--- src/hw/rtl/rangefinder_frame_parser_core_assert.svh ---
// assertion macros for the rangefinder frame parser
// no dependencies; included by modules that carry concurrent checks
`ifndef RANGEFINDER_FRAME_PARSER_CORE_ASSERT_SVH
`define RANGEFINDER_FRAME_PARSER_CORE_ASSERT_SVH

// same-cycle implication, checked outside reset
`define RFFP_ASSERT_NOW(label, clk, rst_n, ante, cons, msg) \
    label: assert property (@(posedge clk) disable iff (!rst_n) (ante) |-> (cons)) \
        else $error(msg);

// next-cycle implication, checked outside reset
`define RFFP_ASSERT_NEXT(label, clk, rst_n, ante, cons, msg) \
    label: assert property (@(posedge clk) disable iff (!rst_n) (ante) |=> (cons)) \
        else $error(msg);

`endif

--- src/hw/rtl/rffp_pkg.sv ---
// shared types and constants for the rangefinder frame parser
// no dependencies
package rffp_pkg;

    localparam int PAYLOAD_LEN = 10;
    localparam int TYPE_POS    = 0;
    localparam int DIST_POS    = 5;

    localparam int CNT_W = $clog2(PAYLOAD_LEN);

    localparam logic [15:0] FUNC_TARGET = 16'h03ff;
    localparam logic [7:0]  CRC_WILD    = 8'hff;

    // register indexes of the configuration port
    localparam logic [2:0] REG_SYNC_ONE  = 3'd0;
    localparam logic [2:0] REG_SYNC_TWO  = 3'd1;
    localparam logic [2:0] REG_END_BYTE  = 3'd2;
    localparam logic [2:0] REG_TYPE_CODE = 3'd3;
    localparam logic [2:0] REG_CRC_POLY  = 3'd4;
    localparam logic [2:0] REG_CRC_REFL  = 3'd5;

    typedef enum logic [3:0] {
        PH_SYNC1  = 4'd0,
        PH_SYNC2  = 4'd1,
        PH_ADDR   = 4'd2,
        PH_ERR    = 4'd3,
        PH_FC_LO  = 4'd4,
        PH_FC_HI  = 4'd5,
        PH_LEN_LO = 4'd6,
        PH_LEN_HI = 4'd7,
        PH_DATA   = 4'd8,
        PH_CRC    = 4'd9,
        PH_END1   = 4'd10,
        PH_END2   = 4'd11
    } t_phase;

    // datapath strobes driven by the phase decoder
    typedef struct packed {
        logic crc_clear;
        logic crc_update;
        logic cap_addr;
        logic cap_err;
        logic cap_fc_lo;
        logic cap_fc_hi;
        logic cap_len_lo;
        logic cap_data;
        logic cnt_clear;
        logic cnt_inc;
        logic result;
    } t_ctrl;

endpackage

--- src/hw/rtl/rangefinder_frame_parser_core.sv ---
// rangefinder frame parser: byte-serial frame tracker with running crc-8
// depends on rffp_pkg and rangefinder_frame_parser_core_assert.svh
//
// usage:
//   input channel   i_rx_valid / o_rx_stall / i_rx_byte: one received byte per
//                   request, taken at an edge with valid high and stall low
//   result channel  o_res_valid / i_res_stall / o_distance_hundredths /
//                   o_device_address: one request per good target frame
//   config channel  i_cfg_valid / o_cfg_ready / i_cfg_index / i_cfg_data;
//                   ready is always high, indexes above five are ignored
// throughput: one byte per cycle while o_rx_stall is low; every byte goes through the phase
//   decoder in the cycle it is taken, and address to payload bytes also through the crc-8 step
// result: a frame's result is registered into the output register, or into the skid
//   entry while the output register is full and stalled, as its second end byte is taken
// stall: the output register plus a one-entry skid buffer hold results while
//   the receiver stalls; bytes keep being taken until the skid entry fills,
//   then o_rx_stall is raised until the skid entry moves to the output register
// reset: synchronous, active low; parser returns to hunting for the first
//   sync byte, configuration takes its default values, result path empties
`include "rangefinder_frame_parser_core_assert.svh"

module rangefinder_frame_parser_core
    import rffp_pkg::*;
(
    input  logic        i_clk,
    input  logic        i_rst_n,

    input  logic        i_rx_valid,
    output logic        o_rx_stall,
    input  logic [7:0]  i_rx_byte,

    output logic        o_res_valid,
    input  logic        i_res_stall,
    output logic [15:0] o_distance_hundredths,
    output logic [7:0]  o_device_address,

    input  logic        i_cfg_valid,
    output logic        o_cfg_ready,
    input  logic [2:0]  i_cfg_index,
    input  logic [7:0]  i_cfg_data
);

    localparam int TYPE_IDX = (TYPE_POS < PAYLOAD_LEN) ? TYPE_POS : 0;
    localparam int DLO_IDX  = (DIST_POS < PAYLOAD_LEN) ? DIST_POS : 0;
    localparam int DHI_IDX  = (DIST_POS + 1 < PAYLOAD_LEN) ? DIST_POS + 1 : 0;
    localparam logic [CNT_W-1:0] CNT_LAST = CNT_W'(PAYLOAD_LEN - 1);

    // one crc-8 byte step, msb-first or reflected
    function automatic logic [7:0] crc_step(input logic [7:0] crc, input logic [7:0] b,
                                            input logic [7:0] poly, input logic refl);
        logic [7:0] r;
        logic [7:0] rpoly;
        r = crc ^ b;
        for (int i = 0; i < 8; i++) begin
            rpoly[7-i] = poly[i];
        end
        for (int i = 0; i < 8; i++) begin
            if (refl) begin
                r = r[0] ? ((r >> 1) ^ rpoly) : (r >> 1);
            end else begin
                r = r[7] ? ((r << 1) ^ poly) : (r << 1);
            end
        end
        return r;
    endfunction

    // configuration
    logic [7:0] r_sync_one, r_sync_two, r_end_byte, r_type_code, r_crc_poly;
    logic       r_crc_refl;

    // parser state
    t_phase            r_phase, n_phase;
    logic [CNT_W-1:0]  r_count;
    logic [7:0]        r_crc;
    logic [7:0]        r_addr;
    logic [7:0]        r_err;
    logic [15:0]       r_func;
    logic [7:0]        r_len_lo;
    logic [7:0]        r_payload [PAYLOAD_LEN];

    // result path
    logic        r_out_valid, r_skid_valid;
    logic [15:0] r_out_dist, r_skid_dist;
    logic [7:0]  r_out_addr, r_skid_addr;

    t_ctrl       ctrl;
    logic        rx_acc;
    logic        produce;
    logic        out_free;
    logic [7:0]  crc_next;
    logic [7:0]  type_byte, dist_lo, dist_hi;
    logic [15:0] res_dist;

    assign o_cfg_ready = 1'b1;
    assign o_rx_stall  = r_skid_valid;
    assign rx_acc      = i_rx_valid && !o_rx_stall;

    assign type_byte = (TYPE_POS < PAYLOAD_LEN) ? r_payload[TYPE_IDX] : 8'h00;
    assign dist_lo   = (DIST_POS < PAYLOAD_LEN) ? r_payload[DLO_IDX] : 8'h00;
    assign dist_hi   = (DIST_POS + 1 < PAYLOAD_LEN) ? r_payload[DHI_IDX] : 8'h00;
    assign res_dist  = {dist_hi, dist_lo};

    assign crc_next = crc_step(r_crc, i_rx_byte, r_crc_poly, r_crc_refl);

    // next phase
    always_comb begin
        n_phase = r_phase;
        case (r_phase)
            PH_SYNC1:  n_phase = (i_rx_byte == r_sync_one) ? PH_SYNC2 : PH_SYNC1;
            PH_SYNC2:  n_phase = (i_rx_byte == r_sync_two) ? PH_ADDR : PH_SYNC1;
            PH_ADDR:   n_phase = PH_ERR;
            PH_ERR:    n_phase = PH_FC_LO;
            PH_FC_LO:  n_phase = PH_FC_HI;
            PH_FC_HI:  n_phase = PH_LEN_LO;
            PH_LEN_LO: n_phase = PH_LEN_HI;
            PH_LEN_HI: n_phase = ({i_rx_byte, r_len_lo} == 16'(PAYLOAD_LEN)) ?
                                 PH_DATA : PH_SYNC1;
            PH_DATA:   n_phase = (r_count == CNT_LAST) ? PH_CRC : PH_DATA;
            PH_CRC:    n_phase = (i_rx_byte == r_crc || i_rx_byte == CRC_WILD) ?
                                 PH_END1 : PH_SYNC1;
            PH_END1:   n_phase = (i_rx_byte == r_end_byte) ? PH_END2 : PH_SYNC1;
            PH_END2:   n_phase = PH_SYNC1;
            default:   n_phase = PH_SYNC1;
        endcase
    end

    // datapath strobes
    always_comb begin
        ctrl = '0;
        case (r_phase)
            PH_SYNC1: ;
            PH_SYNC2: begin
                if (i_rx_byte == r_sync_two) begin
                    ctrl.crc_clear = 1'b1;
                    ctrl.cnt_clear = 1'b1;
                end
            end
            PH_ADDR: begin
                ctrl.cap_addr   = 1'b1;
                ctrl.crc_update = 1'b1;
            end
            PH_ERR: begin
                ctrl.cap_err    = 1'b1;
                ctrl.crc_update = 1'b1;
            end
            PH_FC_LO: begin
                ctrl.cap_fc_lo  = 1'b1;
                ctrl.crc_update = 1'b1;
            end
            PH_FC_HI: begin
                ctrl.cap_fc_hi  = 1'b1;
                ctrl.crc_update = 1'b1;
            end
            PH_LEN_LO: begin
                ctrl.cap_len_lo = 1'b1;
                ctrl.crc_update = 1'b1;
            end
            PH_LEN_HI: begin
                if ({i_rx_byte, r_len_lo} == 16'(PAYLOAD_LEN)) begin
                    ctrl.crc_update = 1'b1;
                    ctrl.cnt_clear  = 1'b1;
                end
            end
            PH_DATA: begin
                ctrl.cap_data   = 1'b1;
                ctrl.crc_update = 1'b1;
                ctrl.cnt_inc    = (r_count != CNT_LAST);
            end
            PH_CRC: ;
            PH_END1: ;
            PH_END2: begin
                ctrl.cnt_clear = 1'b1;
                ctrl.result    = (i_rx_byte == r_end_byte) && (r_func == FUNC_TARGET) &&
                                 (r_err == 8'h00) && (type_byte == r_type_code);
            end
            default: ctrl.cnt_clear = 1'b1;
        endcase
    end

    assign produce = rx_acc && ctrl.result;

    // configuration registers
    always_ff @(posedge i_clk) begin
        if (!i_rst_n) begin
            r_sync_one  <= 8'h55;
            r_sync_two  <= 8'h55;
            r_end_byte  <= 8'haa;
            r_type_code <= 8'h00;
            r_crc_poly  <= 8'h07;
            r_crc_refl  <= 1'b0;
        end else if (i_cfg_valid && o_cfg_ready) begin
            case (i_cfg_index)
                REG_SYNC_ONE:  r_sync_one  <= i_cfg_data;
                REG_SYNC_TWO:  r_sync_two  <= i_cfg_data;
                REG_END_BYTE:  r_end_byte  <= i_cfg_data;
                REG_TYPE_CODE: r_type_code <= i_cfg_data;
                REG_CRC_POLY:  r_crc_poly  <= i_cfg_data;
                REG_CRC_REFL:  r_crc_refl  <= i_cfg_data[0];
                default: ;
            endcase
        end
    end

    // parser control
    always_ff @(posedge i_clk) begin
        if (!i_rst_n) begin
            r_phase <= PH_SYNC1;
            r_count <= '0;
            r_crc   <= 8'h00;
        end else if (rx_acc) begin
            r_phase <= n_phase;
            if (ctrl.cnt_clear) begin
                r_count <= '0;
            end else if (ctrl.cnt_inc) begin
                r_count <= r_count + CNT_W'(1);
            end
            if (ctrl.crc_clear) begin
                r_crc <= 8'h00;
            end else if (ctrl.crc_update) begin
                r_crc <= crc_next;
            end
        end
    end

    // frame fields and payload
    always_ff @(posedge i_clk) begin
        if (!i_rst_n) begin
            r_addr   <= 8'h00;
            r_err    <= 8'h00;
            r_func   <= 16'h0000;
            r_len_lo <= 8'h00;
        end else if (rx_acc) begin
            if (ctrl.cap_addr)   r_addr       <= i_rx_byte;
            if (ctrl.cap_err)    r_err        <= i_rx_byte;
            if (ctrl.cap_fc_lo)  r_func[7:0]  <= i_rx_byte;
            if (ctrl.cap_fc_hi)  r_func[15:8] <= i_rx_byte;
            if (ctrl.cap_len_lo) r_len_lo     <= i_rx_byte;
        end
    end

    always_ff @(posedge i_clk) begin
        if (rx_acc && ctrl.cap_data) begin
            r_payload[r_count] <= i_rx_byte;
        end
    end

    // output register with one skid entry
    assign out_free = !r_out_valid || !i_res_stall;

    always_ff @(posedge i_clk) begin
        if (!i_rst_n) begin
            r_out_valid  <= 1'b0;
            r_skid_valid <= 1'b0;
        end else begin
            if (out_free) begin
                r_out_valid  <= r_skid_valid || produce;
                r_skid_valid <= r_skid_valid && produce;
            end else if (produce) begin
                r_skid_valid <= 1'b1;
            end
        end
    end

    always_ff @(posedge i_clk) begin
        if (out_free) begin
            if (r_skid_valid) begin
                r_out_dist  <= r_skid_dist;
                r_out_addr  <= r_skid_addr;
                r_skid_dist <= res_dist;
                r_skid_addr <= r_addr;
            end else begin
                r_out_dist <= res_dist;
                r_out_addr <= r_addr;
            end
        end else if (produce) begin
            r_skid_dist <= res_dist;
            r_skid_addr <= r_addr;
        end
    end

    assign o_res_valid           = r_out_valid;
    assign o_distance_hundredths = r_out_dist;
    assign o_device_address      = r_out_addr;

    `RFFP_ASSERT_NOW(a_skid_needs_out, i_clk, i_rst_n, r_skid_valid, r_out_valid, "skid entry held while output register empty")
    `RFFP_ASSERT_NEXT(a_skid_holds, i_clk, i_rst_n, r_skid_valid && i_res_stall, r_skid_valid && r_out_valid, "buffered result lost under stall")
    `RFFP_ASSERT_NEXT(a_result_shown, i_clk, i_rst_n, produce, r_out_valid, "frame result did not reach output")
    `RFFP_ASSERT_NEXT(a_data_to_crc, i_clk, i_rst_n, rx_acc && r_phase == PH_DATA && r_count == CNT_LAST, r_phase == PH_CRC && r_count == CNT_LAST, "payload end not followed by crc phase")

endmodule

--- config.mk ---
export PLATFORM = sky130hd
export DESIGN_NAME = rangefinder_frame_parser_core
export DESIGN_NICKNAME = d
export VERILOG_FILES = /design/src/hw/rtl/rffp_pkg.sv /design/src/hw/rtl/rangefinder_frame_parser_core.sv
export VERILOG_INCLUDE_DIRS = /design/src /design/src/hw/rtl
export SDC_FILE = /design/constraint.sdc
export NUM_CORES = 1
export LEC_CHECK = 0
export ABC_AREA = 1
export ABC_CLOCK_PERIOD_IN_PS = 4500
export BUFFER_PORTS_ARGS = -buffer_cell sky130_fd_sc_hd__buf_2
export CAP_MARGIN = 20
export CORE_AREA = 2 2 125 219
export DETAILED_ROUTE_END_ITERATION = 16
export DIE_AREA = 0 0 127 221
export PLACE_DENSITY = 0.53
export SLEW_MARGIN = 30
export SYNTH_ARGS = -nofsm -noshare
export SYNTH_HDL_FRONTEND = slang
export SYNTH_SLANG_ARGS = --single-unit
--- constraint.sdc ---
create_clock -name i_clk -period 4.5 [get_ports i_clk]
set_input_delay 0.45 -clock i_clk [delete_from_list [all_inputs] [get_ports i_clk]]
set_output_delay 0.45 -clock i_clk [all_outputs]
set_load 0.01 [all_outputs]
==> results.txt <==
Detailed Route WL = 32500 um
Antenna cells = 0
Final setup fails = 0
Critical Path AT = 4.38 ns
Port bufs = 49
All-Layer GR Usage = 23.3%
Largest net degree at the start of global routing = 55
CP max-delay cell = dfxtp_2
Via/cell ratio = 5.33
Drt pass-1 iters = 5
Yosys reg bits = 171
Worst R2R Path Depth = 35
CTS tree = done
DR vias = 9774
Final nets = 1525
Effective utilization at floorplan = 39.6%
Syn Std Cell Area = 10400 um^2
Hold_sp = i_cfg_valid
Cell mode on critical path = nand2_1
Max Cap Viol = 0
Top-area cell type share of the netlist area = 20.8%
Gpl congestion = 0.937
Max-slew headroom = 33.7%
Layout area overhead = 12.1%
Yosys warns = 0
Final hold vios = 0
Min setup slack post-route = 0.422 ns
Initial antenna violation count = 0
Core area = 26300 um^2
Internal power = 2.72 mW
Pins Over Slew Limit = 0
Top_reg_cell synth = dfxtp_1
Die height = 221 um
Chip Width = 127 um
Worst reg2reg path startpoint = r_crc[1]
Routed Antenna Nets = 0
CP peak stage delay = 0.40 ns
Switching Share = 30.1%
Clock root buffer master = clkbuf_16
Seq/Total Area, Yosys = 39.8%
HP Class = primary input to register
Cells after Synth = 1456
Area contributors post-synth = edfxtp_1, dfxtp_1, nand2_1
WHS Path Cells = 3
Crit end category = register
H-tree depth = 4
Final Util = 44.4%
I/O pin count = 51
Cts bufs inserted = 17
Minimum clock period = 4.08 ns
Synthesized area per cell = 7.15 um^2
Post-synth net total = 1484
DR WL/cell = 17.7 um
Peak supply drop = 0.000205 V
Clock skew = 0.00996 ns
Async set-reset flop share out of synthesis = 0%
Post-synth EDFFs = 72
Most numerous cell in the Yosys netlist = nand2_1
Sequential share of power = 41.9%
Postcts setup bufs = 0
Vias in the first global route = 9439
Lkg Pwr = 4.94 nW
FILL cells = 2707
Setup Crit Path Kind = register to register
R2r endpoint = r_crc[5]
Clock tree buffer depth = 2
Tcrit/Tclk final = 90.6%
Skew-Pair Late Insertion Delay = 0.44 ns
CTS clock-pin slew for the worst setup and hold paths = 0.07 ns
Yosys top cell by area = edfxtp_1
Pwr dens = 334 nW/um^2
Overall power = 3.90 mW
Yosys cell types = 48
Initial DRC Count = 514
Logic pwr share = 20.5%
First-pass GRT wire length = 50900 um
Die area = 28100 um^2
Pre-CTS setup slack = 0.168 ns
Dpl hpwl = 24400 um
Gr ovfl total = 0
Synth top cells by count = nand2_1, nand3_1, inv_1
Startpoint Class = register
Worst slew pin tran = 0.991 ns
Max Clock Freq = 245 MHz
CP required = 4.80 ns
Drt drc = 0
Flop2flop setup slack = 0.42 ns
Power share of the clock group = 37.6%
Outcome = completed
Row cnt = 79
CTS sink count = 171
Psw = 1.17 mW
Hold_buf cts = 0
Worst-path fanout max = 7
End of the worst hold path = r_crc_refl
Fraction of layout cells with a size suffix above 1 = 16.1%
## power groups by stage
stage	Combinational [mW]	Clock, mW	Sequential (mW)
global route	0.900	1.55	1.63
global placement	0.783	0	1.67
detailed placement	0.784	0	1.67
floorplan	0.593	0	1.66
CTS	0.787	1.50	1.63
finish	0.800	1.46	1.63
## through the flow
stage          TNS, ns  hold slack (ns)  cell area (um^2)  cells
2_1_floorplan        0            0.408             10400   1456
3_3_place_gp         0            0.410             11000   1802
3_5_place_dp         0            0.413             11000   1802
4_1_cts              0            0.295             11600   1834
5_1_grt        -0.0795            0.318             11700   1834
6_report             0            0.316             11700   1834
## state kept, by name (all words and copies together), names as in the netlist, 8 cells and up
register               count
r_payload                 24
o_distance_hundredths     16
r_sync_two                 8
r_func                    16
r_skid_dist               16
r_type_code                8
r_sync_one                 8
r_crc_poly                 8
r_len_lo                   8
r_addr                     8
r_end_byte                 8
r_err                      8
r_skid_addr                8
r_crc                      8
o_device_address           8
## critical path, delay by kind of cell (launching register included)
family                 cells  cell delay [ns]
buffers and inverters      5             0.36
DFF                        1             0.40
AOI/OAI and AO/OA          1             0.06
and+or+nand+nor           29             3.13
## layer usage
layer	global-route usage [%]	routed length, um	up-vias
li1	-	-	4904
met5	0	0	-
met1	22.3	11500	4519
met4	13.3	1780	0
met2	45.8	18300	243
met3	3.41	930	108
## logic make-up (layout without fill, tap and decap cells)
| family | after synthesis | count (layout) | synth area share [%] |
|---|---|---|---|
| DFF | 171 | 171 | 39.8 |
| and+or+nand+nor | 805 | 805 | 36.7 |
| other | 1 | 1 | 0.0360 |
| adders and majority gates | 4 | 4 | 0.481 |
| AOI/OAI and AO/OA | 211 | 211 | 11.2 |
| buffers and inverters | 244 | 298 | 10.1 |
| muxes | 1 | 1 | 0.0962 |
| xor gates and xnor gates | 19 | 19 | 1.60 |
## final cells by class
type                            count  area [um^2]  area share (%)
Multi-Input combinational cell   1041         5280            45.3
Sequential cell                   171         4150            35.6
Inverter                          171          649            5.57
Timing Repair Buffer               95          591            5.06
Clock buffer                       24          513            4.40
Tap cell                          324          405            3.48
Clock inverter                      8         77.6           0.665
## placed cells by master (no fill, tap or decap), types with 3 or more instances in the layout
cell type    n
nand2_2     36
nand4_1     23
xnor2_1     14
clkinv_1     3
nor4_1      12
xor2_1       5
nand3_2     20
nand2_1    373
inv_6        3
o21ai_0     94
o21ai_1     13
inv_2       21
nand3_1    247
nor2_1      61
edfxtp_1    72
clkbuf_8     4
dfxtp_2      4
nor2_2       3
inv_1      145
o211ai_1     8
dfxtp_1     95
ha_1         4
a21oi_1     77
nand2_4     12
o21ai_4      3
inv_4        3
clkbuf_16   18
buf_2       49
nor3_1       4
buf_4       46
nand3_4      7
## worst max path at each step
stage                      start  endpoint  slack [ns]  depth (start not counted)
floorplan           i_rx_byte[0]  r_crc[1]        1.03                         36
global placement    i_rx_byte[7]  r_crc[5]        0.14                         36
detailed placement  i_rx_byte[7]  r_crc[6]        0.17                         37
CTS                     r_crc[1]  r_crc[2]        0.28                         32
global route            r_crc[0]  r_crc[0]       -0.02                         40
finish                  r_crc[1]  r_crc[5]        0.42                         35
## what timing repair did
action / in CTS / in global routing
hold endpoints to repair: 0 / 0
gates resized for setup: 0 / 16
endpoints found under the setup margin: 0 / 8
Power figures use the tool's default switching activity.
